## src/ews_pkg.sv

```systemverilog
package ews_pkg;

  // Default widths of the ticker and of the extended total
  localparam int TICK_BITS_DEF  = 32;
  localparam int TOTAL_BITS_DEF = 64;

  localparam int CMD_W    = 4;
  localparam int STATUS_W = 3;

  // Command codes as they arrive on the request channel
  typedef enum logic [CMD_W-1:0] {
    CMD_INIT      = 4'd0,
    CMD_RELEASE   = 4'd1,
    CMD_START     = 4'd2,
    CMD_STOP      = 4'd3,
    CMD_RESET     = 4'd4,
    CMD_READ_US   = 4'd5,
    CMD_READ_MS   = 4'd6,
    CMD_QUERY_RUN = 4'd7,
    CMD_POLL      = 4'd8
  } cmd_t;

  // Decoded operation, unused codes fold into OP_NOP
  typedef enum logic [3:0] {
    OP_INIT,
    OP_RELEASE,
    OP_START,
    OP_STOP,
    OP_RESET,
    OP_READ_US,
    OP_READ_MS,
    OP_QUERY_RUN,
    OP_POLL,
    OP_NOP
  } op_t;

  typedef enum logic [STATUS_W-1:0] {
    ST_OK               = 3'd0,
    ST_NOT_INIT         = 3'd1,
    ST_ALREADY_INIT     = 3'd2,
    ST_ALREADY_RELEASED = 3'd3,
    ST_ALREADY_RUNNING  = 3'd4,
    ST_ALREADY_STOPPED  = 3'd5
  } status_t;

  // Control fields that travel with each response through the back end
  typedef struct packed {
    status_t status;
    logic    running;
    logic    is_ms;
  } rsp_ctl_t;

  // Request queue between front and back
  localparam int QDEPTH = 2;
  localparam int QAW    = $clog2(QDEPTH);
  localparam int QCW    = $clog2(QDEPTH + 1);

  // Divide by 1000, one 16-bit digit at a time with a reciprocal estimate
  localparam int DIV_BASE  = 1000;
  localparam int DIG_W     = 16;
  localparam int REM_W     = 10;
  localparam int VW        = REM_W + DIG_W;
  localparam int DIV_SHIFT = 36;
  localparam int RECIP_W   = 27;
  localparam logic [RECIP_W-1:0] DIV_RECIP = 27'd68719476;
  localparam int PW        = VW + RECIP_W;

  function automatic op_t decode_cmd(input logic [CMD_W-1:0] cmd);
    op_t op;
    unique case (cmd)
      CMD_INIT:      op = OP_INIT;
      CMD_RELEASE:   op = OP_RELEASE;
      CMD_START:     op = OP_START;
      CMD_STOP:      op = OP_STOP;
      CMD_RESET:     op = OP_RESET;
      CMD_READ_US:   op = OP_READ_US;
      CMD_READ_MS:   op = OP_READ_MS;
      CMD_QUERY_RUN: op = OP_QUERY_RUN;
      CMD_POLL:      op = OP_POLL;
      default:       op = OP_NOP;
    endcase
    return op;
  endfunction

endpackage

```

## src/ews_req_if.sv

```systemverilog
interface ews_req_if #(
  parameter int TICK_BITS = ews_pkg::TICK_BITS_DEF
);
  logic                       valid;
  logic                       ready;
  logic [ews_pkg::CMD_W-1:0]  cmd;
  logic [TICK_BITS-1:0]       tick_now;

  modport source (output valid, cmd, tick_now, input ready);
  modport sink (input valid, cmd, tick_now, output ready);
endinterface

```

## src/ews_rsp_if.sv

```systemverilog
interface ews_rsp_if #(
  parameter int TOTAL_BITS = ews_pkg::TOTAL_BITS_DEF
);
  logic                         valid;
  logic                         ready;
  logic [ews_pkg::STATUS_W-1:0] status;
  logic [TOTAL_BITS-1:0]        time_value;
  logic                         is_running;

  modport source (output valid, status, time_value, is_running, input ready);
  modport sink (input valid, status, time_value, is_running, output ready);
endinterface

```

## src/ews_front.sv

```systemverilog
module ews_front #(
  parameter int TICK_BITS = ews_pkg::TICK_BITS_DEF
) (
  input  logic                 clk,
  input  logic                 rst,
  input  logic                 in_valid,
  output logic                 in_ready,
  input  logic [ews_pkg::CMD_W-1:0] in_cmd,
  input  logic [TICK_BITS-1:0] in_tick,
  output logic                 head_valid,
  output ews_pkg::op_t         head_op,
  output logic [TICK_BITS-1:0] head_tick,
  input  logic                 pop
);

  ews_pkg::op_t               q_op   [ews_pkg::QDEPTH];
  logic [TICK_BITS-1:0]       q_tick [ews_pkg::QDEPTH];
  logic [ews_pkg::QAW-1:0]    wr_ptr;
  logic [ews_pkg::QAW-1:0]    rd_ptr;
  logic [ews_pkg::QCW-1:0]    count;
  logic                       push;

  assign in_ready   = (count != ews_pkg::QCW'(ews_pkg::QDEPTH));
  assign push       = in_valid && in_ready;
  assign head_valid = (count != '0);
  assign head_op    = q_op[rd_ptr];
  assign head_tick  = q_tick[rd_ptr];

  // queue storage, classified on the way in
  always_ff @(posedge clk) begin
    if (push) begin
      q_op[wr_ptr]   <= ews_pkg::decode_cmd(in_cmd);
      q_tick[wr_ptr] <= in_tick;
    end
  end

  // pointers and fill level
  always_ff @(posedge clk) begin
    if (rst) begin
      wr_ptr <= '0;
      rd_ptr <= '0;
      count  <= '0;
    end else begin
      if (push) wr_ptr <= wr_ptr + 1'b1;
      if (pop)  rd_ptr <= rd_ptr + 1'b1;
      unique case ({push, pop})
        2'b10:   count <= count + 1'b1;
        2'b01:   count <= count - 1'b1;
        default: count <= count;
      endcase
    end
  end

endmodule

```

## src/ews_exec.sv

```systemverilog
module ews_exec #(
  parameter int TICK_BITS  = ews_pkg::TICK_BITS_DEF,
  parameter int TOTAL_BITS = ews_pkg::TOTAL_BITS_DEF
) (
  input  logic                  clk,
  input  logic                  rst,
  input  logic                  adv,
  input  logic                  head_valid,
  input  ews_pkg::op_t          head_op,
  input  logic [TICK_BITS-1:0]  head_tick,
  output logic                  pop,
  output logic                  out_valid,
  output ews_pkg::rsp_ctl_t     out_ctl,
  output logic [TOTAL_BITS-1:0] out_total
);

  logic                  initialized, initialized_next;
  logic                  running, running_next;
  logic [TICK_BITS-1:0]  last_tick, last_tick_next;
  logic [TOTAL_BITS-1:0] total, total_next;
  logic [TOTAL_BITS-1:0] acc_total;
  logic [TICK_BITS-1:0]  delta;
  ews_pkg::status_t      st;
  logic                  rd;
  logic                  ms;

  assign pop       = adv && head_valid;
  assign delta     = head_tick - last_tick;
  assign acc_total = total + TOTAL_BITS'(delta);

  // command execution against the stopwatch state
  always_comb begin
    initialized_next = initialized;
    running_next     = running;
    last_tick_next   = last_tick;
    total_next       = total;
    st               = ews_pkg::ST_OK;
    rd               = 1'b0;
    ms               = 1'b0;
    unique case (head_op)
      ews_pkg::OP_INIT: begin
        if (initialized) begin
          st = ews_pkg::ST_ALREADY_INIT;
        end else begin
          running_next     = 1'b0;
          last_tick_next   = '0;
          total_next       = '0;
          initialized_next = 1'b1;
        end
      end
      ews_pkg::OP_RELEASE: begin
        if (!initialized) begin
          st = ews_pkg::ST_ALREADY_RELEASED;
        end else begin
          running_next     = 1'b0;
          last_tick_next   = '0;
          total_next       = '0;
          initialized_next = 1'b0;
        end
      end
      ews_pkg::OP_START: begin
        if (!initialized) begin
          st = ews_pkg::ST_NOT_INIT;
        end else if (running) begin
          st = ews_pkg::ST_ALREADY_RUNNING;
        end else begin
          last_tick_next = head_tick;
          running_next   = 1'b1;
        end
      end
      ews_pkg::OP_STOP: begin
        if (!initialized) begin
          st = ews_pkg::ST_NOT_INIT;
        end else if (!running) begin
          st = ews_pkg::ST_ALREADY_STOPPED;
        end else begin
          total_next     = acc_total;
          last_tick_next = head_tick;
          running_next   = 1'b0;
        end
      end
      ews_pkg::OP_RESET: begin
        if (!initialized) begin
          st = ews_pkg::ST_NOT_INIT;
        end else begin
          if (running) last_tick_next = head_tick;
          total_next = '0;
        end
      end
      ews_pkg::OP_READ_US, ews_pkg::OP_READ_MS: begin
        if (!initialized) begin
          st = ews_pkg::ST_NOT_INIT;
        end else begin
          if (running) begin
            total_next     = acc_total;
            last_tick_next = head_tick;
          end
          rd = 1'b1;
          ms = (head_op == ews_pkg::OP_READ_MS);
        end
      end
      ews_pkg::OP_QUERY_RUN: begin
        if (!initialized) st = ews_pkg::ST_NOT_INIT;
      end
      ews_pkg::OP_POLL: begin
        if (!initialized) begin
          st = ews_pkg::ST_NOT_INIT;
        end else if (running) begin
          total_next     = acc_total;
          last_tick_next = head_tick;
        end
      end
      default: begin
      end
    endcase
  end

  // state registers
  always_ff @(posedge clk) begin
    if (rst) begin
      initialized <= 1'b0;
      running     <= 1'b0;
      last_tick   <= '0;
      total       <= '0;
    end else if (pop) begin
      initialized <= initialized_next;
      running     <= running_next;
      last_tick   <= last_tick_next;
      total       <= total_next;
    end
  end

  // response stage into the divider
  always_ff @(posedge clk) begin
    if (rst) begin
      out_valid <= 1'b0;
    end else if (adv) begin
      out_valid <= pop;
    end
  end

  always_ff @(posedge clk) begin
    if (adv) begin
      out_ctl.status  <= st;
      out_ctl.running <= running_next;
      out_ctl.is_ms   <= ms;
      out_total       <= rd ? total_next : '0;
    end
  end

endmodule

```

## src/ews_div.sv

```systemverilog
module ews_div #(
  parameter int TOTAL_BITS = ews_pkg::TOTAL_BITS_DEF
) (
  input  logic                  clk,
  input  logic                  rst,
  input  logic                  adv,
  input  logic                  in_valid,
  input  ews_pkg::rsp_ctl_t     in_ctl,
  input  logic [TOTAL_BITS-1:0] in_total,
  output logic                  out_valid,
  output ews_pkg::rsp_ctl_t     out_ctl,
  output logic [TOTAL_BITS-1:0] out_value
);

  localparam int NDIG = (TOTAL_BITS + ews_pkg::DIG_W - 1) / ews_pkg::DIG_W;
  localparam int PADW = NDIG * ews_pkg::DIG_W;

  // stage inputs per digit
  logic                       sv   [NDIG];
  ews_pkg::rsp_ctl_t          sctl [NDIG];
  logic [PADW-1:0]            sx   [NDIG];
  logic [PADW-1:0]            sq   [NDIG];
  logic [ews_pkg::REM_W-1:0]  sr   [NDIG];

  // estimate stage registers
  logic                       a_v   [NDIG];
  ews_pkg::rsp_ctl_t          a_ctl [NDIG];
  logic [PADW-1:0]            a_x   [NDIG];
  logic [PADW-1:0]            a_q   [NDIG];
  logic [ews_pkg::VW-1:0]     a_n   [NDIG];
  logic [ews_pkg::DIG_W-1:0]  a_qe  [NDIG];

  // correction stage registers
  logic                       b_v   [NDIG];
  ews_pkg::rsp_ctl_t          b_ctl [NDIG];
  logic [PADW-1:0]            b_x   [NDIG];
  logic [PADW-1:0]            b_q   [NDIG];
  logic [ews_pkg::REM_W-1:0]  b_r   [NDIG];

  for (genvar i = 0; i < NDIG; i++) begin : g_dig
    logic [ews_pkg::VW-1:0]    v;
    logic [ews_pkg::PW-1:0]    prod;
    logic [ews_pkg::VW-1:0]    rm;
    logic [ews_pkg::VW-1:0]    rn;
    logic                      ge;
    logic [ews_pkg::DIG_W-1:0] q_dig;

    if (i == 0) begin : g_first
      assign sv[i]   = in_valid;
      assign sctl[i] = in_ctl;
      assign sx[i]   = PADW'(in_total);
      assign sq[i]   = '0;
      assign sr[i]   = '0;
    end else begin : g_next
      assign sv[i]   = b_v[i-1];
      assign sctl[i] = b_ctl[i-1];
      assign sx[i]   = b_x[i-1];
      assign sq[i]   = b_q[i-1];
      assign sr[i]   = b_r[i-1];
    end

    // partial dividend and reciprocal estimate, may be one short
    assign v    = {sr[i], sx[i][PADW-1-ews_pkg::DIG_W*i -: ews_pkg::DIG_W]};
    assign prod = ews_pkg::PW'(v) * ews_pkg::PW'(ews_pkg::DIV_RECIP);

    // remainder check and one-step correction
    assign rm    = a_n[i] - ews_pkg::VW'(a_qe[i]) * ews_pkg::VW'(ews_pkg::DIV_BASE);
    assign ge    = (rm >= ews_pkg::VW'(ews_pkg::DIV_BASE));
    assign rn    = ge ? rm - ews_pkg::VW'(ews_pkg::DIV_BASE) : rm;
    assign q_dig = a_qe[i] + ews_pkg::DIG_W'(ge);

    always_ff @(posedge clk) begin
      if (rst) begin
        a_v[i] <= 1'b0;
        b_v[i] <= 1'b0;
      end else if (adv) begin
        a_v[i] <= sv[i];
        b_v[i] <= a_v[i];
      end
    end

    always_ff @(posedge clk) begin
      if (adv) begin
        a_ctl[i] <= sctl[i];
        a_x[i]   <= sx[i];
        a_q[i]   <= sq[i];
        a_n[i]   <= v;
        a_qe[i]  <= prod[ews_pkg::DIV_SHIFT +: ews_pkg::DIG_W];
        b_ctl[i] <= a_ctl[i];
        b_x[i]   <= a_x[i];
        b_q[i]   <= a_q[i] | (PADW'(q_dig) << (ews_pkg::DIG_W * (NDIG - 1 - i)));
        b_r[i]   <= rn[ews_pkg::REM_W-1:0];
      end
    end
  end

  // last correction stage is the output register
  assign out_valid = b_v[NDIG-1];
  assign out_ctl   = b_ctl[NDIG-1];
  assign out_value = b_ctl[NDIG-1].is_ms ? b_q[NDIG-1][TOTAL_BITS-1:0]
                                         : b_x[NDIG-1][TOTAL_BITS-1:0];

endmodule

```

## src/wrap_extending_stopwatch_64_core.sv

```systemverilog
// Stopwatch extending a free-running microsecond ticker into a wide total.
// Request channel (req): cmd and tick_now; one response per request on rsp
// with status, time_value (us or ms for reads, else zero) and is_running.
// Both channels use valid/ready; a request moves when both are high.
// A request passes the queue, the execution register and the divider
// stages to rsp.valid. Throughput is one request per cycle unless rsp
// stalls: the state update is a single subtract and add, and the divide by
// 1000 is a pipeline of two stages per 16-bit digit, one multiply in each.
// A two-entry queue sits between the decode front and the execution back.
// While a response waits on rsp with rsp.ready low, the whole back end
// holds and the response stays put; the queue keeps taking requests until
// it is full, at which point req.ready drops. With rsp.valid low the back
// end keeps moving. Reset (rst, synchronous) clears the stopwatch to
// uninitialised and stopped with a zero total, and empties the queue and
// pipeline; no response is shown in the cycle after reset.
module wrap_extending_stopwatch_64_core #(
  parameter int TICK_BITS  = ews_pkg::TICK_BITS_DEF,
  parameter int TOTAL_BITS = ews_pkg::TOTAL_BITS_DEF
) (
  input logic       clk,
  input logic       rst,
  ews_req_if.sink   req,
  ews_rsp_if.source rsp
);

  logic                  adv;
  logic                  head_valid;
  ews_pkg::op_t          head_op;
  logic [TICK_BITS-1:0]  head_tick;
  logic                  pop;
  logic                  e_valid;
  ews_pkg::rsp_ctl_t     e_ctl;
  logic [TOTAL_BITS-1:0] e_total;
  ews_pkg::rsp_ctl_t     o_ctl;

  // back end moves whenever the output slot is free or being taken
  assign adv = !rsp.valid || rsp.ready;

  ews_front #(.TICK_BITS(TICK_BITS)) u_front (
    .clk        (clk),
    .rst        (rst),
    .in_valid   (req.valid),
    .in_ready   (req.ready),
    .in_cmd     (req.cmd),
    .in_tick    (req.tick_now),
    .head_valid (head_valid),
    .head_op    (head_op),
    .head_tick  (head_tick),
    .pop        (pop)
  );

  ews_exec #(.TICK_BITS(TICK_BITS), .TOTAL_BITS(TOTAL_BITS)) u_exec (
    .clk        (clk),
    .rst        (rst),
    .adv        (adv),
    .head_valid (head_valid),
    .head_op    (head_op),
    .head_tick  (head_tick),
    .pop        (pop),
    .out_valid  (e_valid),
    .out_ctl    (e_ctl),
    .out_total  (e_total)
  );

  ews_div #(.TOTAL_BITS(TOTAL_BITS)) u_div (
    .clk        (clk),
    .rst        (rst),
    .adv        (adv),
    .in_valid   (e_valid),
    .in_ctl     (e_ctl),
    .in_total   (e_total),
    .out_valid  (rsp.valid),
    .out_ctl    (o_ctl),
    .out_value  (rsp.time_value)
  );

  assign rsp.status     = o_ctl.status;
  assign rsp.is_running = o_ctl.running;

endmodule

```

## src/flat_wrapper.sv

```systemverilog
// flat-port wrapper written by rule: the top's interface ports become plain ports
module wrap_extending_stopwatch_64_core_flat 
#(
  parameter int TICK_BITS  = ews_pkg::TICK_BITS_DEF,
  parameter int TOTAL_BITS = ews_pkg::TOTAL_BITS_DEF
)
  (clk, rst, req_valid, req_cmd, req_tick_now, req_ready, rsp_valid, rsp_status, rsp_time_value, rsp_is_running, rsp_ready);
  ews_req_if #(.TICK_BITS(TICK_BITS)) req_i ();
  ews_rsp_if #(.TOTAL_BITS(TOTAL_BITS)) rsp_i ();
  input logic clk;
  input logic rst;
  input wire logic [$bits(req_i.valid)-1:0] req_valid;
  input wire logic [$bits(req_i.cmd)-1:0] req_cmd;
  input wire logic [$bits(req_i.tick_now)-1:0] req_tick_now;
  output wire logic [$bits(req_i.ready)-1:0] req_ready;
  output wire logic [$bits(rsp_i.valid)-1:0] rsp_valid;
  output wire logic [$bits(rsp_i.status)-1:0] rsp_status;
  output wire logic [$bits(rsp_i.time_value)-1:0] rsp_time_value;
  output wire logic [$bits(rsp_i.is_running)-1:0] rsp_is_running;
  input wire logic [$bits(rsp_i.ready)-1:0] rsp_ready;
  assign req_i.valid = req_valid;
  assign req_i.cmd = req_cmd;
  assign req_i.tick_now = req_tick_now;
  assign req_ready = req_i.ready;
  assign rsp_valid = rsp_i.valid;
  assign rsp_status = rsp_i.status;
  assign rsp_time_value = rsp_i.time_value;
  assign rsp_is_running = rsp_i.is_running;
  assign rsp_i.ready = rsp_ready;
  wrap_extending_stopwatch_64_core #(.TICK_BITS(TICK_BITS), .TOTAL_BITS(TOTAL_BITS)) u_core (.clk(clk), .rst(rst), .req(req_i), .rsp(rsp_i));
endmodule
```

## config.mk

```make
export PLATFORM = sky130hd
export DESIGN_NAME = wrap_extending_stopwatch_64_core_flat
export DESIGN_NICKNAME = d
export VERILOG_FILES = /design/src/ews_pkg.sv /design/src/ews_req_if.sv /design/src/ews_rsp_if.sv /design/src/ews_front.sv /design/src/ews_exec.sv /design/src/ews_div.sv /design/src/wrap_extending_stopwatch_64_core.sv /design/src/flat_wrapper.sv
export SDC_FILE = /design/constraint.sdc
export NUM_CORES = 2
export LEC_CHECK = 0
export BUFFER_PORTS_ARGS = -buffer_cell sky130_fd_sc_hd__buf_2
export CAP_MARGIN = 20
export CORE_MARGIN = 5
export CORE_UTILIZATION = 50
export CTS_CLUSTER_DIAMETER = 30
export DETAILED_ROUTE_END_ITERATION = 16
export GPL_ROUTABILITY_DRIVEN = 0
export PLACE_DENSITY = 0.66
export SLEW_MARGIN = 20
export SYNTH_ARGS = -nofsm -noshare
export SYNTH_HDL_FRONTEND = slang
export SYNTH_SLANG_ARGS = --single-unit
```

## constraint.sdc

```tcl
create_clock -name clk -period 64.8 [get_ports clk]
set_input_delay 6.48 -clock clk [delete_from_list [all_inputs] [get_ports clk]]
set_output_delay 6.48 -clock clk [all_outputs]
set_load 0.03 [all_outputs]
```

==> flow_summary.toml <==
[setup_path]
end_kind = "flop"
worstPathArrival_ps = 10490
crit_fanout = 107
critPathKind = "input pin to flop"
crit_required_ps = 65220
cp-start-kind = "input pin"

[clock_network]
cts_buffers = 207
clk_pin_slew_ps = 50
root_buffer = "clkbuf_16"
cts-resized-gates = 0
htreeDepth = 4
clk_path_buf_depth = 3
clock_latency_ps = 840
cts_post_setup_buffers_inserted = 0
cts_sinks = 1102
ctsHoldBuffers = 0
cts_tree = "yes"

[sta]
min_period_over_period_pct = 15.5
period_needed_ps = 10060
setup_tns_ps = 0
setup_viol = 0
skew_ps = 67.8
max_freq_ghz = 0.0994
rsz0062_at_grt = "false"
hold_viol = 0
slew_viol_final = 0
slew-limit-headroom_pct = 31.6
tightest_slew_ps = 1010

[synthesis]
synth_commonest_cells = "inv_1 (1757), ha_1 (1330), edfxtp_1 (998)"
synth.distinct_cells = 92
ys_top_cells_by_area = "edfxtp_1 (34%), fa_1 (20%), ha_1 (19%), inv_1 (7.5%), dfxtp_1 (2.4%)"
ys_ff_latch = 1102
netlist.area_leader.share_pct = 33.9
synth_edf_count = 998
synthFlopType = "edfxtp_1"
synthesis.nets = 9795
yosysWarnings = 0
synth_area_um2 = 88300
ys_seq_area_share_pct = 36.3
syn_inst = 7557
synthArstFlopShare_pct = 0
synth_most_common_cell = "inv_1"
synth_top_cell_by_area = "edfxtp_1"
syn_area_per_cell_um2 = 11.7

[route]
vias = 53800
post-route-drc-count = 0
drtIter0Drc = 2751
detail_route.wl_per_cell_um = 16.9
firstDrtPassIters = 5
vias_per_cell = 5.21
ant_nets = 0
routed_wl_mm = 175

[grt]
grt_usage_pct = 19.4
antenna_found_initial = 1
grt_pass1_wl_mm = 291
grt_pass1_vias = 56500
grt_max_degree = 164
grt_overflow = 0

[status]
status = "finished, final reports clean"

[die]
fp.dieArea_um2 = 185000
ioPinCount = 110
fp-row-count = 154
die_height_um = 430
die_w_um = 430
design.core.area_um2 = 176000
start_util_pct = 50.2

[hold_path]
hold_path.class = "flop to flop"

[placement]
io_buffers = 109
hpwlAfterDp_mm = 136

[cells_and_area]
areaGrowthSynthToFinish_pct = 12.1
layout.nets = 10100
drive_gt1_share_pct = 8.00
fillers = 14400

[run]
cap_viol_max_count = 0
==> area by class of cell <==
| type | count | area, um^2 | area share [%] |
|---|---|---|---|
| tap | 2340 | 2930 | 2.96 |
| clock buffer | 222 | 5280 | 5.33 |
| sequential | 1102 | 32100 | 32.4 |
| multi-input combinational | 4608 | 49300 | 49.8 |
| inverter | 1758 | 6610 | 6.67 |
| antenna | 1 | 2.50 | 0.00253 |
| clock inverter | 172 | 2050 | 2.07 |
| timing repair buffer | 137 | 779 | 0.787 |
==> through the flow <==
stage               hold WS [ps]  cells  setup slack, ps  utilization, %  cell area (um^2)
floorplan                    400   7557            34830               -             88300
finish                       355  10300            54740            56.3             99000
CTS                          342  10300            54400            56.3             99000
detailed placement           405   9945            53510            52.1             91700
global placement             400   9945            53610            52.1             91700
global route                 365  10300            54380            56.3             99000
==> flip-flops by register name, indices dropped and copies added (netlist names), 2 cells and up, named ones only <==
name	flops
u_core.u_front.q_tick	64
u_core.u_exec.out_ctl	5
u_core.u_div.a_q	72
u_core.u_exec.last_tick	32
u_core.u_exec.out_total	64
u_core.u_exec.total	64
u_core.u_front.q_op	8
u_core.u_div.b_q	128
u_core.u_div.a_ctl	20
u_core.u_div.a_qe	55
u_core.u_div.a_v	4
u_core.u_div.a_n	59
u_core.u_div.a_x	218
u_core.u_front.count	2
u_core.u_div.b_x	256
u_core.u_div.b_v	4
u_core.u_div.b_r	21
u_core.u_div.b_ctl	20
==> cells by family after synthesis <==
logic type                 count (synthesis)  share of synthesized area [%]
AOI/OAI and AO/OA                        998                           7.28
xor gates and xnor gates                 301                           2.99
adders and majority gates               2198                           38.5
buffers and inverters                   1847                           7.88
DFF                                     1102                           36.3
muxes                                    113                           1.41
and+or+nand+nor                          998                           5.61
==> cells in the final DEF (no fill, tap or decap), drive strengths merged, types with 23 or more instances in the layout <==
cell	instances
o31ai	24
nor2	300
nand2b	48
o21a	43
buf	137
a21oi	308
mux2	93
fa	868
nand4	49
xor2	106
nor3b	38
clkinvlp	27
nand3	98
a22oi	33
o21ai	194
a21o	133
a211oi	47
xnor2	195
ha	1330
nor2b	61
nor4	23
nand2	192
nor3	63
and3	46
clkinv	80
a31oi	35
edfxtp	998
dfxtp	104
clkbuf	222
inv	1801
==> path summary, 6_finish.rpt <==
check                           start                  endpoint  slack (ps)  cells after the start
min          u_core.u_div.a_ctl[2][0]  u_core.u_div.b_ctl[2][0]         360                      0
min reg2reg  u_core.u_div.a_ctl[2][0]  u_core.u_div.b_ctl[2][0]         360                      0
max reg2reg   u_core.u_div.a_qe[2][1]   u_core.u_div.b_q[2][31]       56590                     30
max                         rsp_ready   u_core.u_div.b_q[3][16]       54740                      7
==> worst max-delay path, cell delays in order <==
cell and delay [ps]:
buf_2 80, nor2b_1 120, inv_8 550, buf_6 710, buf_4 770, buf_4 720
buf_4 890
==> metal layers <==
layer	up-vias	track usage [%]	routed length [um]
met3	288	2.59	7280
met5	-	0	0
met1	26500	27.0	79900
li1	26000	-	-
met2	1093	32.1	83800
met4	0	5.26	4150
Power is not shown: default switching activity piles up to over one toggle a cycle in this logic, so the estimate is an artifact.
